File: config.mk
export PLATFORM = sky130hd
export DESIGN_NAME = srp_frame_stack
export DESIGN_NICKNAME = d
export VERILOG_FILES = /design/src/hw/rtl/srp_pkg.sv /design/src/hw/rtl/srp_frame_stack.sv
export SDC_FILE = /design/constraint.sdc
export NUM_CORES = 1
export LEC_CHECK = 0
export BUFFER_PORTS_ARGS = -buffer_cell sky130_fd_sc_hd__buf_4
export CORE_MARGIN = 3
export CORE_UTILIZATION = 50
export CTS_BUF_LIST = sky130_fd_sc_hd__clkbuf_8 sky130_fd_sc_hd__clkbuf_16
export CTS_CLUSTER_DIAMETER = 200
export DETAILED_ROUTE_END_ITERATION = 16
export GPL_TIMING_DRIVEN = 1
export PLACE_DENSITY_LB_ADDON = 0.15
export SYNTH_ARGS = -nofsm -noshare
export SYNTH_HDL_FRONTEND = slang
export SYNTH_SLANG_ARGS = --single-unit
File: constraint.sdc
create_clock -name clock -period 6.85 [get_ports clock]
set_clock_uncertainty 0.2 [all_clocks]
set_input_delay 1.0275 -clock clock [delete_from_list [all_inputs] [get_ports clock]]
set_output_delay 1.0275 -clock clock [all_outputs]
set_load 0.05 [all_outputs]
File: src/hw/rtl/srp_pkg.sv
`default_nettype none
package srp_pkg;

   localparam int MAX_RECTS   = 64;
   localparam int IDX_BITS    = $clog2(MAX_RECTS);
   localparam int CNT_BITS    = $clog2(MAX_RECTS + 1);
   localparam int SIZE_BITS   = 10;
   localparam int COORD_BITS  = 16;
   localparam int DIM_BITS    = COORD_BITS + 1;
   localparam int AREA_BITS   = 2 * SIZE_BITS + IDX_BITS;
   localparam int WL_BITS     = 5;
   localparam int WL_LIMIT    = 31;
   localparam int YOFF_BITS   = SIZE_BITS + 1;
   // each nested sub-shelf is at most half as tall as its parent
   localparam int STACK_DEPTH = SIZE_BITS + 1;
   localparam int DEPTH_BITS  = $clog2(STACK_DEPTH + 1);

   typedef struct packed {
      logic [SIZE_BITS-1:0] rect_width;
      logic [SIZE_BITS-1:0] rect_height;
      logic                 last_rect;
   } req_type;

   typedef struct packed {
      logic [IDX_BITS-1:0]   rect_index;
      logic [COORD_BITS-1:0] pos_x;
      logic [COORD_BITS-1:0] pos_y;
      logic [SIZE_BITS-1:0]  padded_height;
      logic [DIM_BITS-1:0]   atlas_width;
      logic [DIM_BITS-1:0]   atlas_height;
      logic                  overflow;
      logic                  last_result;
   } rsp_type;

   typedef struct packed {
      logic [SIZE_BITS-1:0] w;
      logic [SIZE_BITS-1:0] h;
   } size_type;

   typedef struct packed {
      logic [IDX_BITS-1:0]  idx;
      logic [SIZE_BITS-1:0] w;
      logic [SIZE_BITS-1:0] h;
   } sort_entry_type;

   typedef struct packed {
      logic [COORD_BITS-1:0] x;
      logic [COORD_BITS-1:0] y;
      logic [SIZE_BITS-1:0]  h;
   } place_type;

   // one open shelf fill: its right-hand gap and sub-shelf progress
   typedef struct packed {
      logic [DIM_BITS-1:0]  tail;
      logic [DIM_BITS-1:0]  y;
      logic [SIZE_BITS-1:0] orig;
      logic [SIZE_BITS-1:0] hcur;
      logic [YOFF_BITS-1:0] yoff;
      logic [CNT_BITS-1:0]  start;
   } frame_type;

   typedef struct packed {
      logic      push;
      logic      pop;
      logic      upd;
      frame_type frame;
   } stk_cmd_type;

   typedef enum logic [4:0] {
      ST_LOAD,
      ST_WL_AREA,
      ST_WL_WIDE,
      ST_SORT_RDI,
      ST_SORT_GETI,
      ST_SORT_RDJ,
      ST_SORT_EVJ,
      ST_SORT_WR,
      ST_PASS_INIT,
      ST_TOP_RD,
      ST_TOP_EV,
      ST_BS_RD,
      ST_BS_EV,
      ST_BS_FAIL,
      ST_FS_RD,
      ST_FS_EV,
      ST_FL_POST,
      ST_FL_HALVE,
      ST_RET_T,
      ST_OUT_RD,
      ST_OUT_LD,
      ST_OUT_HOLD
   } state_type;

endpackage
`default_nettype wire

File: src/hw/rtl/srp_frame_stack.sv
`default_nettype none
module srp_frame_stack import srp_pkg::*; (
   input  logic                  clock,
   input  logic                  reset,
   input  stk_cmd_type           cmd,
   output frame_type             top_frame,
   output logic [DEPTH_BITS-1:0] depth
);

   frame_type             stk_ff [STACK_DEPTH];
   logic [DEPTH_BITS-1:0] sp_ff;
   logic [DEPTH_BITS-1:0] sp_in;
   logic [DEPTH_BITS-1:0] top_idx;

   assign top_idx = (sp_ff == '0) ? '0 : sp_ff - DEPTH_BITS'(1);

   always_comb begin
      sp_in = sp_ff;
      if (cmd.push) begin
         sp_in = sp_ff + DEPTH_BITS'(1);
      end else if (cmd.pop) begin
         sp_in = sp_ff - DEPTH_BITS'(1);
      end
   end

   always_ff @(posedge clock) begin
      if (reset) begin
         sp_ff <= '0;
      end else begin
         sp_ff <= sp_in;
      end
   end

   always_ff @(posedge clock) begin
      if (cmd.push) begin
         stk_ff[sp_ff] <= cmd.frame;
      end else if (cmd.upd) begin
         stk_ff[top_idx] <= cmd.frame;
      end
   end

   assign top_frame = stk_ff[top_idx];
   assign depth     = sp_ff;

endmodule
`default_nettype wire

; ---- Yosys cells after proc, flatten, opt, wreduce, memory -nomap -nowiden
; Memory sizes are Yosys's and may differ from the RTL's.
; Index checks and enable logic that the tools add are counted.
[totals]
input_bits = 77
ff_bits = 4
mem_bits_rw = 792
n_memories = 1
[memory_table]
columns = name, depth, word_bits, rd, rd_ports_with_merged_regs, wr, line_no
row1 = stk_ff, 11, 72, 1, 0, 1, srp_frame_stack.sv:10  ; frame_type stk_ff [STACK_DEPTH];
[classes]
reduce_logical = 3
add_sub_neg = 2
n_mux = 11
[op_table]
columns = op, n
row1 = 72-bit two-way mux, 1
row2 = 72-bit OR reduction, 1
row3 = 4-bit two-way mux, 4
row4 = 1-bit two-way mux, 6
row5 = 4-bit by 1-bit adder with 4-bit output (second input constant), 1
row6 = 4-bit zero test, 1
row7 = 4-bit by 1-bit subtractor with 4-bit output (second input constant), 1
row8 = 2-bit nonzero test, 1

; ---- Longest topological paths before layout
; Gate-level depths: netlist (run 1).
[depth]
ltp_word = 5
mapped_depth = 12
mapped_depth_nobuf = 6

; ---- Worst setup path before layout (run 1)
; No wires, ideal clock.
[synth_path]
kind = reg-to-reg
from = register sp_ff[0], in the netlist depth[0]
to = memory stk_ff[10][0] (netlist name), enable pin
path_stages_with_launch = 11
slack_ps = 721
path_buffers = 4
arrival_ps = 5426
required_ps = 6147
path_cell_list = dfxtp_1 buf_6 inv_1 clkbuf_1 buf_4 ha_1 buf_2 or4_4 o21ai_0 a32oi_1 nor2_1
[synth_via]
elab_chain_cells = 3
elab_cells_between_ends = 4
[synth_lines]
columns = item, line_no
row1 = start: declaration, srp_frame_stack.sv:11  ; logic [DEPTH_BITS-1:0] sp_ff;
row2 = start signal: assignment, srp_frame_stack.sv:30  ; sp_ff <= sp_in;
row3 = 4-bit by 1-bit subtractor with 4-bit output / 4-bit zero test (equally long branches), srp_frame_stack.sv:15  ; assign top_idx = (sp_ff == '0) ? '0 : sp_ff - DEPTH_BITS'(1);
row4 = 4-bit two-way mux, srp_frame_stack.sv:15
row5 = 4-bit two-way mux (no line) *, n/a
row6 = end: declaration, srp_frame_stack.sv:10
; Mark *: on every way between the ends. The rest lies on a longest branch, timed or not.

==> key figures, run 1 <==
Floorplan
  – Chip width: around 250 µm
  – Chip height: 255 µm
  – Core area: 60800 µm²
  – # IOs: between 150 and 200
  – Starting Density: 0.509
  – # rows: 90
  – Full die area: 64900 µm²

Finish
  – Layout cell share with drive strength beyond 1: 0.203
  – Core Util, Final: 0.578
  – Fillers: 4600
  – Finished Cell Area: roughly 35000 µm²
  – Nets@finish: 1932
  – Area delta synth->final: 13.7%
  – N_diodes: 0
  – Multi-input gate area: 6440 µm²
  – Finished Layout Cells: 2685
  – FF+latch area: roughly 24000 µm²

Placed design
  – # port buffers: 152
  – Routability cong.: 0.737
  – HPWL Detailed: 37300 µm
  – Placed Cells: 2551
  – Placed instance area: 32800 µm²

Detailed routing
  – Routed WL: between 70000 and 80000 µm
  – Wire per inst: 28.6 µm
  – Number of vias in the routed layout: around 17000
  – Post-DR vias/cell: 6.38
  – DR pass1 iterations: 7
  – # DRC: 0
  – DRT iter0 DRCs: 1453
  – Antenna-violating nets left: 0

Yosys
  – Mapped cell area: around 31000 µm²
  – Top FF cell, synth: edfxtp_1
  – Largest area contributor in the netlist: edfxtp_1
  – Synth Instances: between 1500 and 2000
  – Cell variety after synth: 50
  – Post-synth EDFFs: 792
  – FF+latch count, synth: 796
  – Ys async rst share: 0
  – Yosys warns: 0
  – Syn Nets: around 1800
  – Mean Syn Cell Area: 17.9 µm²
  – Sequential area share after synthesis: 0.771
  – Post-synth top area share: 0.769
  – Synth area leaders: edfxtp_1, o211ai_1, a211oi_1

CTS
  – Skew-Pair Late Insertion Delay: slightly above 0.6 ns
  – TritonCTS clock tree: yes
  – CTS root buf: clkbuf_16
  – CTS Hold Bufs: 0
  – Clock Path Buffers: 3
  – Worst-path clk slew: 0.05 ns
  – Resize count post-CTS: 0
  – Post-CTS setup buffers: 0
  – CTS Buf Count: 82
  – H-tree depth: 3
  – CTS Sinks: 796

Timing
  – Tcrit/Tclk final: 0.889
  – RSZ-0062 raised after global routing: false
  – Setup_tns: 0 ns
  – Max Slew Vio Count: 0
  – Final Hold Fails: 0
  – Setup violation total in the final timing report: 0
  – Maximum clock rate: 164 MHz
  – Worst slew pin tran: 1.14 ns
  – Final min period: approximately 6.1 ns
  – Slew HR: 0.237

Global route
  – First-pass GRT wire length: 114000 µm
  – Largest net degree at the start of global routing: 147
  – Gr usage total: 0.238
  – Final global-route overflow total: 0
  – Initial antenna violation count: 2
  – Vias in the first global route: 17600

Power
  – Final Power: 12.5 mW
  – Max VDD drop: 0.288 mV
  – Power density cells: 355 nW/µm²
  – P_leak: 11.2 nW

Setup path
  – Critical Path RT: 5.62 ns
  – CP Data Arrival Time: 4.86 ns
  – Worst Path Max Fanout: 64
  – CP startpoint kind: flop
  – Critical Path End Type: primary output
  – Logic depth of the worst register-to-register path: 9
  – Worst setup path category: flop to primary output

Hold path
  – WHS Path Cells: 2
  – Min-Delay Path Class: input pin to flop

Outcome
  – Status: finished clean

Job
  – Max-cap violations: 0
-- placed cells by master (no fill, tap or decap), drive strengths merged, types with 2 or more instances in the layout --
master,n
o211ai,152
o21ai,14
edfxtp,792
or2,2
ha,2
o311ai,63
inv,26
clkinv,24
clkbuf,85
o22a,71
a2bb2oi,2
nand2,6
and3,72
nor4,2
a21oi,4
o221ai,2
a211oi,135
bufinv,2
a31oi,3
o32a,71
mux2i,3
xnor2,2
mux2,82
nor2,20
dfxtp,4
and2,63
nand2b,3
buf,183
-- cell families after synthesis --
group,count (synthesis),synth area share
muxes,85,0.0311
adders and majority gates,2,0.000809
xor gates and xnor gates,3,0.000849
buffers and inverters,144,0.0252
AOI/OAI and AO/OA,521,0.137
DFF,796,0.771
and+or+nand+nor,176,0.0341
-- area by class of cell --
cell class	instances	area share
Clock buffer	85	0.0605
Clock inverter	49	0.00715
Inverter	3	0.000391
Multi-Input combinational cell	787	0.183
Sequential cell	796	0.678
Tap cell	782	0.0278
Timing Repair Buffer	183	0.0426
-- routing by layer --
metal  vias up  global-route usage  routed length (µm)
li1       7545                   -                   -
met1      8925               0.324               32500
met2       538               0.397               38300
met3       132              0.0404                4330
met4         2              0.0697                1740
met5         -                   0                  20
-- power by group --
part	internal, mW	switching (mW)	leakage [nW]
registers	5.62	0.0651	7.23
logic	0.786	2.00	2.68
clock network	2.29	1.72	1.24
total	8.69	3.78	11.2
-- stage by stage --
step / worst slack (ns) / hold slack (ns)
after floorplan: 0.721 / 0.744
final: 0.762 / 0.426
after global placement: 1.29 / 0.592
after global routing: 0.524 / 0.411
after detailed placement: 1.32 / 0.575
after CTS: 0.655 / 0.392
-- synthesized netlist by cell type, types with 4 or more instances --
cell type / count
a211oi_1: 135
o32a_1: 71
and2_1: 63
dfxtp_1: 4
buf_4: 4
o311ai_1: 62
edfxtp_1: 792
nand2_1: 4
dlygate4sd1_1: 13
buf_6: 15
mux2_2: 81
o22a_1: 71
o211ai_1: 152
and3_1: 71
o21ai_0: 13
a21oi_1: 4
buf_1: 4
nor2_1: 20
buf_2: 38
clkbuf_1: 67
-- worst paths after layout --
check,to,from,slack (ns)
hold reg to reg,depth[2],depth[2],0.59
setup / recovery,top_frame[46],depth[0],0.76
setup reg to reg,stk_ff[8][2],depth[0],1.49
hold / removal,depth[0],reset,0.43
-- critical path, stage by stage, from the launching register on --
cell	delay, ns
dfxtp_4	0.75
buf_4	0.81
ha_1	0.38
nor2_4	0.08
nor2_4	0.56
buf_4	0.56
a211oi_1	0.09
o311ai_1	0.67
buf_4	0.32
-- state kept, by name (all words and copies together) (netlist names) --
name,count
stk_ff,792
depth,4
Power figures use the tool's default switching activity.
==> inputs of run 2 (changes only) <==
CORE_ASPECT_RATIO = 0.8   (was not set)
CORE_UTILIZATION = 60   (was 50)
==> key figures, run 2 (same netlist as run 1, synthesis figures left out) <==
CTS
  – CTS Hold Bufs: 0 (unchanged)
  – Clock Path Buffers: 3 (unchanged)
  – Worst-path clk slew: 0.06 ns (about the same)
  – CTS Sinks: 796 (unchanged)
  – CTS Buf Count: 74 (-9.8%)
  – CTS root buf: clkbuf_16
  – Resize count post-CTS: 0 (unchanged)
  – Skew-Pair Late Insertion Delay: 0.61 ns (about the same)
  – Post-CTS setup buffers: 0 (unchanged)
  – H-tree depth: 3 (unchanged)
  – TritonCTS clock tree: yes

Setup path
  – Slowest cell on the critical path: buf_4
  – CP top delay family: buffers and inverters
  – Critical Path RT: 5.62 ns (about the same)
  – CP Data Arrival Time: 4.77 ns (-0.09 ns)
  – Critical Path End Type: primary output
  – Buf+Inv Stages, Crit Path: 4 (+1)
  – Worst Path Max Fanout: 85 (+33%)
  – CP dominant cell by count: buf_4
  – CP startpoint kind: flop
  – Critical Path Max Stage Delay: 1.02 ns (+0.21 ns)
  – Worst setup path category: flop to primary output
  – CP Cell Sequence: inv_4 -> ha_1 -> nor2_4 -> buf_4 -> buf_4 -> o32a_1 -> o211ai_1 -> o311ai_1 -> buf_4

Global route
  – First-pass GRT wire length: 111000 µm (-2.5%)
  – Top Usage Layer GRT: met2
  – Vias in the first global route: 17600 (-0.40%)
  – Final global-route overflow total: 0 (unchanged)
  – Gr usage total: 0.276 (+0.0385)
  – Initial antenna violation count: 1 (-1)
  – Met3 Usage GRT: 0.0537 (+0.0133)
  – Largest net degree at the start of global routing: 86 (-41%)
  – Met2 usage: 0.432 (+0.0351)
  – Met1 usage: 0.400 (+0.0761)

Detailed routing
  – Antenna-violating nets left: 0 (unchanged)
  – Routed WL: 74900 µm (-2.6%)
  – Post-DR vias/cell: 6.77 (+6.0%)
  – # DRC: 0 (unchanged)
  – DRT iter0 DRCs: 2104 (+45%)
  – DR pass1 iterations: 5 (-2)
  – Wire per inst: 29.0 µm (+1.2%)
  – Number of vias in the routed layout: 17500 (+2.0%)

Power
  – P_leak: 11.2 nW (about the same)
  – Power density cells: 355 nW/µm² (about the same)
  – Max VDD drop: 0.224 mV (-22%)
  – Final Power: 12.4 mW (-0.38%)

Floorplan
  – Chip height: 209 µm (-18%)
  – # rows: 73 (-19%)
  – # IOs: 153 (unchanged)
  – Core area: 50300 µm² (-17%)
  – Full die area: 54400 µm² (-16%)
  – Starting Density: 0.615 (+0.106)
  – Chip width: 260 µm (+2.0%)

Finish
  – Layout cell share with drive strength beyond 1: 0.209 (+0.00523)
  – Fillers: 3186 (-31%)
  – Most frequent cells in the layout: edfxtp_1, buf_4, o211ai_1
  – Nets@finish: 1933 (+0.052%)
  – Area delta synth->final: 13.2%
  – Commonest non-fill, non-tap cell in the layout: edfxtp_1
  – Register with the most flip-flops: stk_ff
  – Largest register FFs: 792 (unchanged)

Timing
  – Setup violation total in the final timing report: 0 (unchanged)
  – Final Hold Fails: 0 (unchanged)
  – Final min period: 6.00 ns (-0.0867 ns)
  – Maximum clock rate: 167 MHz (+1.4%)
  – Worst slew pin tran: 1.24 ns (+0.102 ns)
  – Tcrit/Tclk final: 0.876 (-0.0127)
  – Setup_tns: 0 ns (unchanged)
  – Slew HR: 0.172 (-0.0649)
  – RSZ-0062 raised after global routing: false
  – Max Slew Vio Count: 0 (unchanged)

Hold path
  – Min-Delay Path Class: input pin to flop

Job
  – Max-cap violations: 0 (unchanged)

Placed design
  – # port buffers: 152 (unchanged)
  – HPWL Detailed: 37400 µm (+0.30%)
  – Routability cong.: 0.788 (+7.0%)

Outcome
  – Status: finished clean
[run 2: through the flow]
step | instances | worst slack [ns] | instance area [µm²] | hold WS [ns] | util
4_1_cts | 2583 | 0.792 | 35000 | 0.390 | 0.696
3_3_place_gp | 2453 | 1.51 | 32700 | 0.522 | 0.650
6_report | 2584 | 0.848 | 35000 | 0.418 | 0.696
5_1_grt | 2584 | 0.576 | 35000 | 0.396 | 0.696
2_1_floorplan | 1727 | 0.721 | 30900 | 0.744 | -
3_5_place_dp | 2453 | 1.43 | 32700 | 0.546 | 0.650
[run 2: final cells by class]
class | instances | area [µm²] | area share
sequential | 796 | 23900 | 0.681
clock buffer | 78 | 1940 | 0.0554
multi-input combinational | 787 | 6440 | 0.184
tap | 675 | 845 | 0.0241
antenna | 1 | 2.50 | 0.0000715
inverter | 3 | 13.8 | 0.000393
clock inverter | 52 | 383 | 0.0109
timing repair buffer | 192 | 1530 | 0.0437
[run 2: power breakdown]
part / internal, mW / leakage, nW / switching [mW]
Combinational: 0.790 / 2.71 / 1.99
Sequential: 5.62 / 7.23 / 0.0679
Clock: 2.26 / 1.22 / 1.70
Total: 8.67 / 11.2 / 3.76
[run 2: worst paths after layout]
kind         slack [ns]  cells past startpoint           end  startpoint
min reg2reg        0.58                      2      depth[3]    depth[3]
max reg2reg        1.40                     10  stk_ff[3][7]    depth[0]
max                0.85                      9  top_frame[5]    depth[0]
min                0.42                      2      depth[0]       reset
[run 2: worst reg2reg max path: stages (launching register included)]
cell and delay [ns]:
dfxtp_4 0.77, inv_4 0.05, ha_1 0.44, nor3b_2 0.27, buf_4 0.37, nor2_4 0.69, buf_4 0.41, buf_4 0.35
a31oi_1 0.25, nor2_4 0.82, buf_12 0.43
[run 2: metal layers]
| metal | up-vias | part of all wire |
|---|---|---|
| met5 | - | 0 |
| met4 | 0 | 0.022 |
| met3 | 121 | 0.088 |
| met2 | 921 | 0.48 |
| met1 | 8894 | 0.41 |
| li1 | 7546 | - |
